===== src/ecev_pkg.sv =====
`timescale 1ns / 1ps
// ecev_pkg: fixed-point constants, operation codes and the queue entry type
// of the easing curve evaluator. No dependencies; used by every module.
package ecev_pkg;

  // Fixed-point format and port widths.
  localparam int FracBits = 16;
  localparam int KindW    = 4;
  localparam int ProgW    = 20;
  localparam int EasedW   = 18;
  localparam int PW       = FracBits + 1;  // clamped progress, 0..1.0
  localparam int ValW     = FracBits + 2;  // signed curve operand, -1.0..1.0

  // 1.0, the rounding offset and the back-curve constants.
  localparam longint OneL   = longint'(1) << FracBits;
  localparam longint RndL   = longint'(1) << (FracBits - 1);
  localparam longint C1L    = (170158 * OneL + 50000) / 100000;
  localparam longint C2L    = (259490950 * OneL + 50000000) / 100000000;
  localparam longint C3L    = C1L + OneL;
  localparam longint C2P1L  = C2L + OneL;
  localparam longint OutMaxL = (longint'(1) << (EasedW - 1)) - 1;
  localparam longint OutMinL = -(longint'(1) << (EasedW - 1));

  // Queue between the front and the back.
  localparam int QDepth = 2;
  localparam int QPtrW  = $clog2(QDepth);
  localparam int QCntW  = $clog2(QDepth + 1);

  typedef enum logic [KindW-1:0] {
    KIND_LINEAR      = 4'd0,
    KIND_QUAD_IN     = 4'd1,
    KIND_QUAD_OUT    = 4'd2,
    KIND_QUAD_INOUT  = 4'd3,
    KIND_CUBIC_IN    = 4'd4,
    KIND_CUBIC_OUT   = 4'd5,
    KIND_CUBIC_INOUT = 4'd6,
    KIND_QUART_IN    = 4'd7,
    KIND_QUART_OUT   = 4'd8,
    KIND_QUART_INOUT = 4'd9,
    KIND_BACK_IN     = 4'd10,
    KIND_BACK_OUT    = 4'd11,
    KIND_BACK_INOUT  = 4'd12
  } kind_e;

  // Which products the back end forms.
  typedef enum logic [2:0] {
    CURVE_PASS,
    CURVE_QUAD,
    CURVE_CUBIC,
    CURVE_QUART,
    CURVE_BACK_EDGE,
    CURVE_BACK_INOUT
  } curve_e;

  // Rounding shift of the main product, relative to FracBits.
  typedef enum logic [2:0] {
    SH_M3,
    SH_M2,
    SH_M1,
    SH_0,
    SH_P1
  } shift_e;

  // How the final value is formed.
  typedef enum logic [2:0] {
    FIN_PASS,
    FIN_R,
    FIN_ONE_MINUS,
    FIN_ONE_PLUS,
    FIN_BACK_IN,
    FIN_BACK_OUT
  } fin_e;

  typedef struct packed {
    logic signed [ValW-1:0] b;
    curve_e                 curve;
    shift_e                 sh;
    fin_e                   fin;
  } ent_t;

endpackage


===== src/ecev_front.sv =====
`timescale 1ns / 1ps
// ecev_front: clamps the progress and turns the ease kind into a queue entry.
// Depends on ecev_pkg.
module ecev_front (
  input  logic [ecev_pkg::KindW-1:0]        kind_i,
  input  logic signed [ecev_pkg::ProgW-1:0] progress_i,
  input  logic                              alive_i,
  output ecev_pkg::ent_t                    ent_o
);

  localparam int ValS = ecev_pkg::ValW + 1;
  localparam logic signed [ValS-1:0] OneS = ValS'(ecev_pkg::OneL);

  logic [ecev_pkg::PW-1:0]     p;
  logic                        lower;
  logic signed [ValS-1:0]      ps;
  logic signed [ValS-1:0]      omp;
  logic signed [ValS-1:0]      pm1;

  always_comb begin
    if (progress_i[ecev_pkg::ProgW-1]) begin
      p = '0;
    end else if (progress_i > ecev_pkg::ProgW'(ecev_pkg::OneL)) begin
      p = ecev_pkg::PW'(ecev_pkg::OneL);
    end else begin
      p = progress_i[ecev_pkg::PW-1:0];
    end
  end

  assign lower = (p < ecev_pkg::PW'(ecev_pkg::RndL));
  assign ps    = signed'({2'b00, p});
  assign omp   = OneS - ps;
  assign pm1   = ps - OneS;

  always_comb begin
    ent_o.b     = ecev_pkg::ValW'(ps);
    ent_o.curve = ecev_pkg::CURVE_PASS;
    ent_o.sh    = ecev_pkg::SH_0;
    ent_o.fin   = ecev_pkg::FIN_PASS;
    case (ecev_pkg::kind_e'(kind_i))
      ecev_pkg::KIND_QUAD_IN, ecev_pkg::KIND_CUBIC_IN, ecev_pkg::KIND_QUART_IN: begin
        ent_o.fin = ecev_pkg::FIN_R;
      end
      ecev_pkg::KIND_QUAD_OUT, ecev_pkg::KIND_CUBIC_OUT, ecev_pkg::KIND_QUART_OUT: begin
        ent_o.b   = ecev_pkg::ValW'(omp);
        ent_o.fin = ecev_pkg::FIN_ONE_MINUS;
      end
      ecev_pkg::KIND_QUAD_INOUT, ecev_pkg::KIND_CUBIC_INOUT,
      ecev_pkg::KIND_QUART_INOUT: begin
        if (lower) begin
          ent_o.fin = ecev_pkg::FIN_R;
        end else begin
          ent_o.b   = ecev_pkg::ValW'(omp <<< 1);
          ent_o.sh  = ecev_pkg::SH_P1;
          ent_o.fin = ecev_pkg::FIN_ONE_MINUS;
        end
      end
      ecev_pkg::KIND_BACK_IN: begin
        ent_o.fin = ecev_pkg::FIN_BACK_IN;
      end
      ecev_pkg::KIND_BACK_OUT: begin
        ent_o.b   = ecev_pkg::ValW'(pm1);
        ent_o.fin = ecev_pkg::FIN_BACK_OUT;
      end
      ecev_pkg::KIND_BACK_INOUT: begin
        ent_o.sh = ecev_pkg::SH_P1;
        if (lower) begin
          ent_o.b   = ecev_pkg::ValW'(ps <<< 1);
          ent_o.fin = ecev_pkg::FIN_R;
        end else begin
          ent_o.b   = ecev_pkg::ValW'(pm1 <<< 1);
          ent_o.fin = ecev_pkg::FIN_ONE_PLUS;
        end
      end
      default: begin
      end
    endcase

    // The curve family and the lower-half shift follow from the kind.
    case (ecev_pkg::kind_e'(kind_i))
      ecev_pkg::KIND_QUAD_IN, ecev_pkg::KIND_QUAD_OUT: begin
        ent_o.curve = ecev_pkg::CURVE_QUAD;
      end
      ecev_pkg::KIND_QUAD_INOUT: begin
        ent_o.curve = ecev_pkg::CURVE_QUAD;
        if (lower) begin
          ent_o.sh = ecev_pkg::SH_M1;
        end
      end
      ecev_pkg::KIND_CUBIC_IN, ecev_pkg::KIND_CUBIC_OUT: begin
        ent_o.curve = ecev_pkg::CURVE_CUBIC;
      end
      ecev_pkg::KIND_CUBIC_INOUT: begin
        ent_o.curve = ecev_pkg::CURVE_CUBIC;
        if (lower) begin
          ent_o.sh = ecev_pkg::SH_M2;
        end
      end
      ecev_pkg::KIND_QUART_IN, ecev_pkg::KIND_QUART_OUT: begin
        ent_o.curve = ecev_pkg::CURVE_QUART;
      end
      ecev_pkg::KIND_QUART_INOUT: begin
        ent_o.curve = ecev_pkg::CURVE_QUART;
        if (lower) begin
          ent_o.sh = ecev_pkg::SH_M3;
        end
      end
      ecev_pkg::KIND_BACK_IN, ecev_pkg::KIND_BACK_OUT: begin
        ent_o.curve = ecev_pkg::CURVE_BACK_EDGE;
      end
      ecev_pkg::KIND_BACK_INOUT: begin
        ent_o.curve = ecev_pkg::CURVE_BACK_INOUT;
      end
      default: begin
      end
    endcase

    // A dead tween passes 1.0 straight through.
    if (!alive_i) begin
      ent_o.b     = ecev_pkg::ValW'(ecev_pkg::OneL);
      ent_o.curve = ecev_pkg::CURVE_PASS;
      ent_o.sh    = ecev_pkg::SH_0;
      ent_o.fin   = ecev_pkg::FIN_PASS;
    end
  end

endmodule


===== src/ecev_queue.sv =====
`timescale 1ns / 1ps
// ecev_queue: short flip-flop queue of classified items between front and back.
// Depends on ecev_pkg.
module ecev_queue (
  input  logic           clk_i,
  input  logic           rst_ni,
  input  logic           push_i,
  input  ecev_pkg::ent_t data_i,
  output logic           full_o,
  input  logic           pop_i,
  output logic           valid_o,
  output ecev_pkg::ent_t data_o
);

  ecev_pkg::ent_t                 mem_q [ecev_pkg::QDepth];
  logic [ecev_pkg::QPtrW-1:0]     wr_ptr_q, wr_ptr_d;
  logic [ecev_pkg::QPtrW-1:0]     rd_ptr_q, rd_ptr_d;
  logic [ecev_pkg::QCntW-1:0]     count_q, count_d;

  assign full_o  = (count_q == ecev_pkg::QCntW'(ecev_pkg::QDepth));
  assign valid_o = (count_q != '0);
  assign data_o  = mem_q[rd_ptr_q];

  always_comb begin
    wr_ptr_d = wr_ptr_q;
    rd_ptr_d = rd_ptr_q;
    count_d  = count_q;
    if (push_i) begin
      wr_ptr_d = (wr_ptr_q == ecev_pkg::QPtrW'(ecev_pkg::QDepth - 1)) ? '0 : wr_ptr_q + 1'b1;
    end
    if (pop_i) begin
      rd_ptr_d = (rd_ptr_q == ecev_pkg::QPtrW'(ecev_pkg::QDepth - 1)) ? '0 : rd_ptr_q + 1'b1;
    end
    if (push_i && !pop_i) begin
      count_d = count_q + 1'b1;
    end else if (pop_i && !push_i) begin
      count_d = count_q - 1'b1;
    end
  end

  always_ff @(posedge clk_i or negedge rst_ni) begin
    if (!rst_ni) begin
      wr_ptr_q <= '0;
      rd_ptr_q <= '0;
      count_q  <= '0;
    end else begin
      wr_ptr_q <= wr_ptr_d;
      rd_ptr_q <= rd_ptr_d;
      count_q  <= count_d;
    end
  end

  always_ff @(posedge clk_i) begin
    if (push_i) begin
      mem_q[wr_ptr_q] <= data_i;
    end
  end

  a_count_bound: assert property (@(posedge clk_i) disable iff (!rst_ni)
    count_q <= ecev_pkg::QCntW'(ecev_pkg::QDepth))
    else $error("queue count exceeds its depth");

  a_no_push_full: assert property (@(posedge clk_i) disable iff (!rst_ni)
    push_i |-> !full_o)
    else $error("push into a full queue");

  a_pop_nonempty: assert property (@(posedge clk_i) disable iff (!rst_ni)
    (pop_i && !push_i && count_q == ecev_pkg::QCntW'(1)) |=> !valid_o)
    else $error("queue not empty after its last entry left");

endmodule


===== src/ecev_back.sv =====
`timescale 1ns / 1ps
// ecev_back: five-stage multiply pipeline that evaluates the curve, plus the
// saturating output register. Depends on ecev_pkg.
module ecev_back (
  input  logic                                clk_i,
  input  logic                                rst_ni,
  input  logic                                q_valid_i,
  input  ecev_pkg::ent_t                      q_data_i,
  output logic                                q_pop_o,
  output logic                                out_valid_o,
  input  logic                                out_stall_i,
  output logic signed [ecev_pkg::EasedW-1:0]  eased_o
);

  localparam int PW   = ecev_pkg::PW;
  localparam int ValW = ecev_pkg::ValW;
  localparam int MW   = 2 * ValW + 1;   // main product
  localparam int BbW  = 2 * PW - 1;     // square, at most 1.0 squared
  localparam int RW   = ValW + 1;       // rescaled main product
  localparam int ResW = ValW + 4;       // final sum before saturation

  localparam logic signed [RW-1:0]   C2P1S = RW'(ecev_pkg::C2P1L);
  localparam logic signed [RW-1:0]   C3S   = RW'(ecev_pkg::C3L);
  localparam logic [PW-1:0]          C1U   = PW'(ecev_pkg::C1L);
  localparam logic signed [MW:0]     C2S   = (MW + 1)'(ecev_pkg::C2L);
  localparam logic signed [ResW-1:0] OneR  = ResW'(ecev_pkg::OneL);
  localparam logic signed [ResW-1:0] MaxR  = ResW'(ecev_pkg::OutMaxL);
  localparam logic signed [ResW-1:0] MinR  = ResW'(ecev_pkg::OutMinL);

  // Round half up, then arithmetic shift right.
  function automatic logic signed [MW+1:0] rshr(input logic signed [MW:0] x,
                                                input int unsigned s);
    logic signed [MW+1:0] y;
    y = {x[MW], x} + ((MW + 2)'(1) <<< (s - 1));
    rshr = y >>> s;
  endfunction

  logic                         advance;
  logic [4:0]                   vld_q;
  ecev_pkg::ent_t               ctl_q [5];

  // Stage 1: square and the in-out back product.
  logic signed [2*ValW-1:0]     bb_full;
  logic [BbW-1:0]               bb_q;
  logic signed [MW-1:0]         kk_d, kk_q;
  // Stage 2: rescaled square and inner term.
  logic [BbW:0]                 sq_sum;
  logic signed [MW:0]           kk_sum;
  logic [PW-1:0]                sq_d, sq_q;
  logic signed [RW-1:0]         inner_d, inner_q;
  logic [BbW-1:0]               bb2_q;
  // Stage 3: main product and the c1 product.
  logic signed [ValW-1:0]       opa;
  logic signed [RW-1:0]         opb;
  logic signed [MW-1:0]         prod;
  logic signed [MW-1:0]         m_d, m_q;
  logic [2*PW-1:0]              c1sq_d, c1sq_q;
  // Stage 4: rounded main result and c1 term.
  logic signed [MW+1:0]         r_full;
  logic signed [RW-1:0]         r_d, r_q, r5_q;
  logic [2*PW:0]                c1_sum;
  logic [ValW-1:0]              c1t_d, c1t_q, c1t5_q;
  // Stage 5: c3 times the cube.
  logic signed [2*RW-1:0]       c3c_d, c3c_q;
  // Output.
  logic signed [2*RW:0]         c3_sum;
  logic signed [ResW-1:0]       c3t;
  logic signed [ResW-1:0]       res;
  logic signed [ecev_pkg::EasedW-1:0] eased_d, eased_q;
  logic                         out_valid_q;

  assign advance     = !out_valid_q || !out_stall_i;
  assign q_pop_o     = advance && q_valid_i;
  assign out_valid_o = out_valid_q;
  assign eased_o     = eased_q;

  // Stage 1.
  assign bb_full = q_data_i.b * q_data_i.b;
  assign kk_d    = C2P1S * q_data_i.b;

  // Stage 2.
  assign sq_sum  = {1'b0, bb_q} + (BbW + 1)'(ecev_pkg::RndL);
  assign sq_d    = PW'(sq_sum >> ecev_pkg::FracBits);
  assign kk_sum  = {kk_q[MW-1], kk_q} + (MW + 1)'(ecev_pkg::RndL);
  always_comb begin
    if (ctl_q[0].fin == ecev_pkg::FIN_ONE_PLUS) begin
      inner_d = RW'((kk_sum >>> ecev_pkg::FracBits) + C2S);
    end else begin
      inner_d = RW'((kk_sum >>> ecev_pkg::FracBits) - C2S);
    end
  end

  // Stage 3.
  assign opa = signed'({1'b0, sq_q});
  always_comb begin
    case (ctl_q[1].curve)
      ecev_pkg::CURVE_CUBIC, ecev_pkg::CURVE_BACK_EDGE: opb = RW'(ctl_q[1].b);
      ecev_pkg::CURVE_QUART:                            opb = signed'({2'b00, sq_q});
      ecev_pkg::CURVE_BACK_INOUT:                       opb = inner_q;
      default:                                          opb = '0;
    endcase
  end
  assign prod   = opa * opb;
  assign m_d    = (ctl_q[1].curve == ecev_pkg::CURVE_QUAD) ?
                  signed'({{(MW - BbW){1'b0}}, bb2_q}) : prod;
  assign c1sq_d = (2 * PW)'(C1U) * (2 * PW)'(sq_q);

  // Stage 4.
  always_comb begin
    case (ctl_q[2].sh)
      ecev_pkg::SH_M3: r_full = rshr({m_q[MW-1], m_q}, ecev_pkg::FracBits - 3);
      ecev_pkg::SH_M2: r_full = rshr({m_q[MW-1], m_q}, ecev_pkg::FracBits - 2);
      ecev_pkg::SH_M1: r_full = rshr({m_q[MW-1], m_q}, ecev_pkg::FracBits - 1);
      ecev_pkg::SH_P1: r_full = rshr({m_q[MW-1], m_q}, ecev_pkg::FracBits + 1);
      default:         r_full = rshr({m_q[MW-1], m_q}, ecev_pkg::FracBits);
    endcase
  end
  assign r_d    = RW'(r_full);
  assign c1_sum = {1'b0, c1sq_q} + (2 * PW + 1)'(ecev_pkg::RndL);
  assign c1t_d  = ValW'(c1_sum >> ecev_pkg::FracBits);

  // Stage 5.
  assign c3c_d = C3S * r_q;

  // Final combination and saturation.
  assign c3_sum = {c3c_q[2*RW-1], c3c_q} + (2 * RW + 1)'(ecev_pkg::RndL);
  assign c3t    = ResW'(c3_sum >>> ecev_pkg::FracBits);

  always_comb begin
    case (ctl_q[4].fin)
      ecev_pkg::FIN_R:         res = ResW'(r5_q);
      ecev_pkg::FIN_ONE_MINUS: res = OneR - ResW'(r5_q);
      ecev_pkg::FIN_ONE_PLUS:  res = OneR + ResW'(r5_q);
      ecev_pkg::FIN_BACK_IN:   res = c3t - signed'(ResW'(c1t5_q));
      ecev_pkg::FIN_BACK_OUT:  res = OneR + c3t + signed'(ResW'(c1t5_q));
      default:                 res = ResW'(ctl_q[4].b);
    endcase
    if (res > MaxR) begin
      eased_d = ecev_pkg::EasedW'(MaxR);
    end else if (res < MinR) begin
      eased_d = ecev_pkg::EasedW'(MinR);
    end else begin
      eased_d = ecev_pkg::EasedW'(res);
    end
  end

  always_ff @(posedge clk_i or negedge rst_ni) begin
    if (!rst_ni) begin
      vld_q       <= '0;
      out_valid_q <= 1'b0;
    end else if (advance) begin
      vld_q       <= {vld_q[3:0], q_valid_i};
      out_valid_q <= vld_q[4];
    end
  end

  always_ff @(posedge clk_i) begin
    if (advance) begin
      ctl_q[0] <= q_data_i;
      ctl_q[1] <= ctl_q[0];
      ctl_q[2] <= ctl_q[1];
      ctl_q[3] <= ctl_q[2];
      ctl_q[4] <= ctl_q[3];
      bb_q     <= bb_full[BbW-1:0];
      kk_q     <= kk_d;
      sq_q     <= sq_d;
      inner_q  <= inner_d;
      bb2_q    <= bb_q;
      m_q      <= m_d;
      c1sq_q   <= c1sq_d;
      r_q      <= r_d;
      c1t_q    <= c1t_d;
      c3c_q    <= c3c_d;
      r5_q     <= r_q;
      c1t5_q   <= c1t_q;
      eased_q  <= eased_d;
    end
  end

  a_last_stage_to_out: assert property (@(posedge clk_i) disable iff (!rst_ni)
    (advance && vld_q[4]) |=> out_valid_q)
    else $error("item in the last stage did not reach the output register");

  a_freeze_on_stall: assert property (@(posedge clk_i) disable iff (!rst_ni)
    (out_valid_q && out_stall_i) |=> ($stable(vld_q) && $stable(eased_q)))
    else $error("pipeline moved while the output was stalled");

  a_pop_only_advancing: assert property (@(posedge clk_i) disable iff (!rst_ni)
    (q_pop_o && !vld_q[0]) |=> (vld_q[0] || vld_q[1]))
    else $error("popped item did not enter the pipeline");

endmodule


===== src/easing_curve_evaluator_core.sv =====
`timescale 1ns / 1ps
// easing_curve_evaluator_core: top level of the easing curve evaluator.
// Instantiates ecev_front, ecev_queue and ecev_back; depends on ecev_pkg.
//
// Usage: each transfer on the input channel (in_valid_i high, in_stall_o low)
// carries an ease kind, a signed Q3.16 progress and an alive flag. Exactly
// one signed Q1.16 eased value leaves per item on the output channel, in the
// same order, transferred when out_valid_o is high and out_stall_i is low.
// Progress is clamped to 0..1.0; quad, cubic, quart and back curves in their
// in, out and in-out forms are supported, unknown kinds act as linear and a
// dead tween gives 1.0. Results are saturated to the 18-bit output range.
// Throughput is one item per clock cycle while the output is not stalled. The
// front classifies the item in the cycle of its transfer and writes a two-entry
// queue; the back is a five-stage multiply pipeline followed by the output
// register. The multiply chain of the back curves (square, cube, times c3)
// sets the pipeline depth. When the receiver stalls a valid output, the back
// pipeline freezes and the output holds; the queue then absorbs up to two more
// items before in_stall_o rises. Reset, asynchronous and active low, empties
// the queue and the pipeline and drops any item held in them; no item is
// produced by it, and the block is ready right after.
module easing_curve_evaluator_core (
  input  logic                                clk_i,
  input  logic                                rst_ni,
  input  logic                                in_valid_i,
  output logic                                in_stall_o,
  input  logic [ecev_pkg::KindW-1:0]          kind_i,
  input  logic signed [ecev_pkg::ProgW-1:0]   progress_i,
  input  logic                                alive_i,
  output logic                                out_valid_o,
  input  logic                                out_stall_i,
  output logic signed [ecev_pkg::EasedW-1:0]  eased_o
);

  ecev_pkg::ent_t front_ent;
  ecev_pkg::ent_t q_data;
  logic           q_full;
  logic           q_valid;
  logic           q_pop;
  logic           push;

  // The input stalls only on a full queue, which is a registered condition.
  assign in_stall_o = q_full;
  assign push       = in_valid_i && !q_full;

  ecev_front u_front (
    .kind_i     (kind_i),
    .progress_i (progress_i),
    .alive_i    (alive_i),
    .ent_o      (front_ent)
  );

  ecev_queue u_queue (
    .clk_i   (clk_i),
    .rst_ni  (rst_ni),
    .push_i  (push),
    .data_i  (front_ent),
    .full_o  (q_full),
    .pop_i   (q_pop),
    .valid_o (q_valid),
    .data_o  (q_data)
  );

  ecev_back u_back (
    .clk_i       (clk_i),
    .rst_ni      (rst_ni),
    .q_valid_i   (q_valid),
    .q_data_i    (q_data),
    .q_pop_o     (q_pop),
    .out_valid_o (out_valid_o),
    .out_stall_i (out_stall_i),
    .eased_o     (eased_o)
  );

endmodule


===== config.mk =====
export PLATFORM = sky130hd
export DESIGN_NAME = easing_curve_evaluator_core
export DESIGN_NICKNAME = d
export VERILOG_FILES = /design/src/ecev_pkg.sv /design/src/ecev_front.sv /design/src/ecev_queue.sv /design/src/ecev_back.sv /design/src/easing_curve_evaluator_core.sv
export SDC_FILE = /design/constraint.sdc
export NUM_CORES = 2
export LEC_CHECK = 0
export BUFFER_PORTS_ARGS = -buffer_cell sky130_fd_sc_hd__buf_2
export CAP_MARGIN = 25
export CORE_MARGIN = 4
export CORE_UTILIZATION = 50
export CTS_CLUSTER_SIZE = 28
export DETAILED_ROUTE_END_ITERATION = 8
export PLACE_DENSITY_LB_ADDON = 0.25
export SLEW_MARGIN = 20
export SYNTH_ARGS = -nofsm -noshare
export SYNTH_HDL_FRONTEND = slang
export SYNTH_SLANG_ARGS = --single-unit

===== constraint.sdc =====
create_clock -name clk_i -period 16.1 [get_ports clk_i]
set_input_delay 2.415 -clock clk_i [delete_from_list [all_inputs] [get_ports clk_i]]
set_output_delay 2.415 -clock clk_i [all_outputs]
set_load 0.05 [all_outputs]

==> Yosys cells after proc, flatten, opt, wreduce, memory -nomap -nowiden <==
Memories as Yosys holds them, arrays and structs flattened.
Cells that the tools add are included.
{ "word_totals": {"register_bits": 345, "latchBits": 0, "ram_bits": 189, "romBits": 0, "in_bits": 29, "out_inout_bits": 20, "word_cells": 130, "n_memories": 2} }
{ "classes": {"addsub": 22, "n_mul": 5, "div": 0, "magnitude_cmp": 4, "n_eq_ne": 27, "shift": 0, "muxes": 30, "bitwise_logic": 0, "reduce_logical": 21} }
{ "mem_list": {"columns": ["memory", "words", "width", "read_ports", "rd_ports_with_merged_regs", "write_ports", "line", "text"], "rows": [
  ["u_back.ctl_q", 5, 27, 5, 0, 5, "ecev_back.sv:40", "ecev_pkg::ent_t ctl_q [5];"],
  ["u_queue.mem_q", 2, 27, 1, 0, 1, "ecev_queue.sv:15", "ecev_pkg::ent_t mem_q [ecev_pkg::QDepth];"]
]} }
{ "ops": {"columns": ["cell", "count"], "rows": [
  ["one-hot mux 22 bit (5 select lines)", 1],
  ["one-hot mux 19 bit (4 select lines)", 1],
  ["one-hot mux 18 bit (4 select lines)", 1],
  ["adder 35 x 17 -> 35 bit (second input constant)", 2],
  ["adder 34 x 16 -> 34 bit (second input constant)", 2],
  ["one-hot mux 19 bit (3 select lines)", 1],
  ["two-way mux 18 bit", 3],
  ["adder 38 x 17 -> 38 bit (second input constant)", 1],
  ["multiplier 19 x 19 -> 38 bit (first input constant)", 1],
  ["adder 36 x 18 -> 36 bit (second input constant)", 1],
  ["multiplier 18 x 19 -> 36 bit", 1],
  ["multiplier 17 x 17 -> 34 bit (first input constant)", 1],
  ["two-way mux 17 bit", 2],
  ["adder 33 x 15 -> 33 bit (second input constant)", 1],
  ["adder 33 x 16 -> 33 bit (second input constant)", 1],
  ["multiplier 17 x 18 -> 33 bit (first input constant)", 1],
  ["multiplier 18 x 18 -> 33 bit", 1],
  ["two-way mux 33 bit", 1],
  ["adder 32 x 14 -> 32 bit (second input constant)", 1],
  ["two-way mux 27 bit", 1],
  ["adder 18 x 22 -> 22 bit (first input constant)", 1],
  ["adder 22 x 19 -> 22 bit", 1],
  ["> comparator 22 x 18 -> 1 bit (second input constant)", 1],
  ["< comparator 22 x 18 -> 1 bit (second input constant)", 1],
  ["35 further kinds", 80]
]} }

==> Depth between registers and ports, before layout <==
{ "logic_depth": {"ltp_word": 9, "mapped_depth": 29, "depth_no_buf": 26} }

==> Modules after synthesis <==
From an unflattened synthesis, not the netlist that was laid out.
{ "unflattened": {"cells_unflattened": 5873, "area_unflattened_um2": 60186.5} }
{ "by_module_without_submodules": {"columns": ["module", "n_inst", "cells_per_inst", "area_each_um2", "seq_area_each_um2"], "rows": [
  ["ecev_back", 1, 5498, 56301.5, 11441.0],
  ["ecev_queue", 1, 100, 2237.1, 1721.7],
  ["ecev_front", 1, 274, 1634.1, 0.0],
  ["easing_curve_evaluator_core", 1, 1, 13.8, 0.0]
]} }

==> Worst setup path before layout <==
No wires, ideal clock.
{ "synth_timing": {"path_type": "input to register", "startpoint": "input out_stall_i", "endpoint": "register u_queue.count_q[1] (netlist name)", "setup_ns": 0.079, "arrival_time_ns": 13.444, "required_time_ns": 16.021, "setup_slack_ns": 2.577, "path_stages": 6, "n_path_buf": 0, "path_cell_list": "nand2_1 o21ai_0 ha_1 xor2_1 nor2_1 xor2_1"} }
{ "synth_via": {"elab_chain_len": 6, "elab_cells_between_ends": 8, "classes_between": "mux (1); reduce/logical (7)"} }
{ "synth_lines": {"columns": ["item", "line", "text"], "rows": [
  ["from (decl)", "easing_curve_evaluator_core.sv:30", "input logic out_stall_i,"],
  ["zero test 1 bit (*)", "ecev_back.sv:72", "assign advance = !out_valid_q || !out_stall_i;"],
  ["logical OR 1 bit (*)", "ecev_back.sv:72", null],
  ["logical AND 1 bit (*)", "ecev_back.sv:73", "assign q_pop_o = advance && q_valid_i;"],
  ["zero test 1 bit", "ecev_queue.sv:34", "if (push_i && !pop_i) begin"],
  ["logical AND 1 bit", "ecev_queue.sv:34", null],
  ["two-way mux 2 bit or nonzero test 2 bit (tied branches)", null, null],
  ["to (signal assigned)", "ecev_queue.sv:49", "count_q <= count_d;"],
  ["to (decl)", "ecev_queue.sv:18", "logic [ecev_pkg::QCntW-1:0] count_q, count_d;"]
]} }
Mark *: on every way between the ends. The rest lies on a longest branch, timed or not.
A chain may end at the register's enable or synchronous reset.

==> impl_metrics.toml <==
[status]
status = "finished, final reports clean"

[synthesis]
synthArstFlopShare_pct = 2.27
synth_top_family_by_area = "adder cells"
synth_edf_count = 430
synth_top_area_share_pct = 31.2
syn_nets = 7529
synth-simple-area-share_pct = 10.1
avgSynthCellArea_um2 = 10.2
synth-main-ff-cell = "edfxtp_1"
synthCells = 5875
synth_commonest_cells = "1,386 x inv_1, 933 x fa_1, 692 x ha_1, 430 x edfxtp_1, 394 x nand2_1"
synth_seq_cells = 440
synth_mux_area_share_pct = 1.03
yosys.area_share.adder_pct = 45.7
synth_xor_xnor_area_share_pct = 4.06
synth_top_area_cell = "fa_1"
synth-warning-count = 0
yosysMostFrequentCell = "inv_1"
synth_area_leaders = "fa_1 31%, edfxtp_1 22%, ha_1 14%"
synth_cell_types = 89
ys_seq_area_share_pct = 22.0
synth_compound_area_share_pct = 7.49
netlist_area_um2 = 59900

[clocking]
insertion_delay_ns = 0.61
cts_root_buf = "clkbuf_16"
clock_tree.buffer_depth = 3
clkTransAtPathRegs_ns = 0.07
cts_resized = 0
numClockSinks = 440
cts_tree = "built"
hold_buffers = 0
cts_buffers = 47
post_cts_buffers = 0
cts_max_level = 2

[worst_setup_path]
end_kind = "flop"
cp_max_fo = 30
crit_slowest_cell = "a211oi_1"
start_kind = "flop"
crit_type = "reg2reg"
cp_common_cell = "fa_1"
arrival_ns = 8.92
crit_required_ns = 16.41
slowest_delay_ns = 0.85

[grt]
grt_pass1_wl_um = 235000
grt_max_degree = 173
grtUsageTotal_pct = 23.7
antenna_found_initial = 1
grt_pass1_vias = 42400
grt.overflow.total = 0

[die]
io_pins = 49
die_area_um2 = 125000
fp.dieH_um = 354
dieWidth_um = 354
start_util_pct = 50.6
core_area_um2 = 119000
row_count = 126

[timing]
finalClockSkew_ns = 0.0260
fmax_mhz = 116
rsz0062_at_grt = "false"
worst_slew_pin_slew_ns = 1.02
layout_min_cycle_time_ns = 8.60
totalNegativeSetupSlack_ns = 0
relSlewSlack_pct = 31.8
hold_viol = 0
setup_viol = 0
fin_crit_sh_pct = 53.4
finalMaxSlewViolations = 0

[placed_design]
dp_hpwl_um = 117000
io_buffers = 48
place_congestion = 0.943

[drt]
ant_nets = 0
drc = 0
vias = 40800
viasPerCell = 5.41
first_iter_violations = 2706
routedWlPerCell_um = 19.4
firstDrtPassIters = 6
routed_wl_um = 146000

[layout]
nNetsFinal = 7564
area_growth_pct = 6.53
drive_above_1_share_pct = 4.64

[flow_run]
max-cap-violations = 0

[hold_path]
hold_path_class = "reg2reg"
[metrics by stage]
step | instances | instance area, µm² | hold WS [ns] | setup slack (ns) | util (%)
after CTS | 7546 | 63800 | 0.407 | 7.55 | 53.8
after global placement | 7460 | 62300 | 0.401 | 7.74 | 52.5
final | 7549 | 63900 | 0.405 | 7.50 | 53.9
after detailed placement | 7460 | 62300 | 0.405 | 7.62 | 52.5
after floorplan | 5875 | 59900 | 0.400 | 2.58 | -
after global routing | 7547 | 63900 | 0.414 | 7.14 | 53.9
[sequential cells by signal (all words and copies together), names as in the netlist, 18 cells and up]
| signal | flops |
|---|---|
| u_back.c3c_q | 24 |
| u_back.c1sq_q | 19 |
| u_back.bb_q | 22 |
| u_queue.mem_q | 54 |
| u_back.kk_q | 20 |
| u_back.m_q | 24 |
| u_back.r5_q | 18 |
| u_back.inner_q | 19 |
| u_back.bb2_q | 22 |
| u_back.c1t_q | 18 |
| u_back.r_q | 19 |
| u_back.c1t5_q | 18 |
| u_back.ctl_q | 118 |
| u_back.eased_o | 18 |
[worst paths after layout]
kind,start,cells past startpoint,slack (ns),endpoint
setup / recovery,u_queue.rd_ptr_q$_DFFE_PN0P_,25,7.50,u_back.bb_q[32]$_DFFE_PP_
hold / removal,u_back.c1t_q[7]$_DFFE_PP_,0,0.40,u_back.c1t5_q[7]$_DFFE_PP_
setup reg to reg,u_queue.rd_ptr_q$_DFFE_PN0P_,25,7.50,u_back.bb_q[32]$_DFFE_PP_
hold reg to reg,u_back.c1t_q[7]$_DFFE_PP_,0,0.40,u_back.c1t5_q[7]$_DFFE_PP_
max in group asynchronous,rst_ni,1,14.23,u_queue.rd_ptr_q$_DFFE_PN0P_
min in group asynchronous,rst_ni,1,1.67,u_queue.wr_ptr_q$_DFFE_PN0P_
[layer usage]
| layer | routed length [µm] | vias to the layer above | global-route usage (%) |
|---|---|---|---|
| li1 | - | 18800 | - |
| met1 | 61400 | 20600 | 32.0 |
| met2 | 71600 | 1149 | 40.6 |
| met3 | 8410 | 240 | 2.83 |
| met4 | 4860 | 0 | 7.02 |
| met5 | 0 | - | 0 |
[critical path: cells and delay by family (launching register included)]
kind | cells | cell delay (ns)
adder cells (fa/ha/maj) | 7 | 3.16
AO/OA/AOI/OAI | 7 | 2.16
multiplexers | 1 | 0.24
buffers and inverters | 8 | 1.70
AND/OR/NAND/NOR | 2 | 0.67
flip-flops | 1 | 0.32
[cells by family (layout without fill, tap and decap cells)]
| family | count (synthesis) | in the layout |
|---|---|---|
| flip-flops | 440 | 440 |
| AO/OA/AOI/OAI | 697 | 697 |
| other | 0 | 2 |
| XOR/XNOR | 276 | 276 |
| multiplexers | 59 | 59 |
| adder cells (fa/ha/maj) | 1629 | 1629 |
| AND/OR/NAND/NOR | 1235 | 1235 |
| buffers and inverters | 1539 | 1611 |
[area by class of cell]
| type | instances | area [µm²] |
|---|---|---|
| fill | 10500 | 54700 |
| multi-input combinational | 3896 | 41000 |
| sequential | 440 | 13200 |
| inverter | 1396 | 5240 |
| tap | 1600 | 2000 |
| clock buffer | 52 | 1220 |
| timing repair buffer | 129 | 873 |
| clock inverter | 34 | 330 |
| antenna | 2 | 5.00 |
[cells in the final DEF, fill, tap and decap left out, types with 44 or more instances in the layout]
cell type	instances
inv_1	1386
fa_1	933
ha_1	692
edfxtp_1	430
nand2_1	393
nor2_1	264
and2_1	214
a21oi_1	212
xnor2_1	197
o21ai_0	132
buf_4	79
xor2_1	77
nand3_1	77
nor3_1	60
nor2b_1	53
clkbuf_16	48
buf_2	48
a21o_1	44
Power is not shown: default switching activity piles up to over one toggle a cycle in this logic, so the estimate is an artifact.
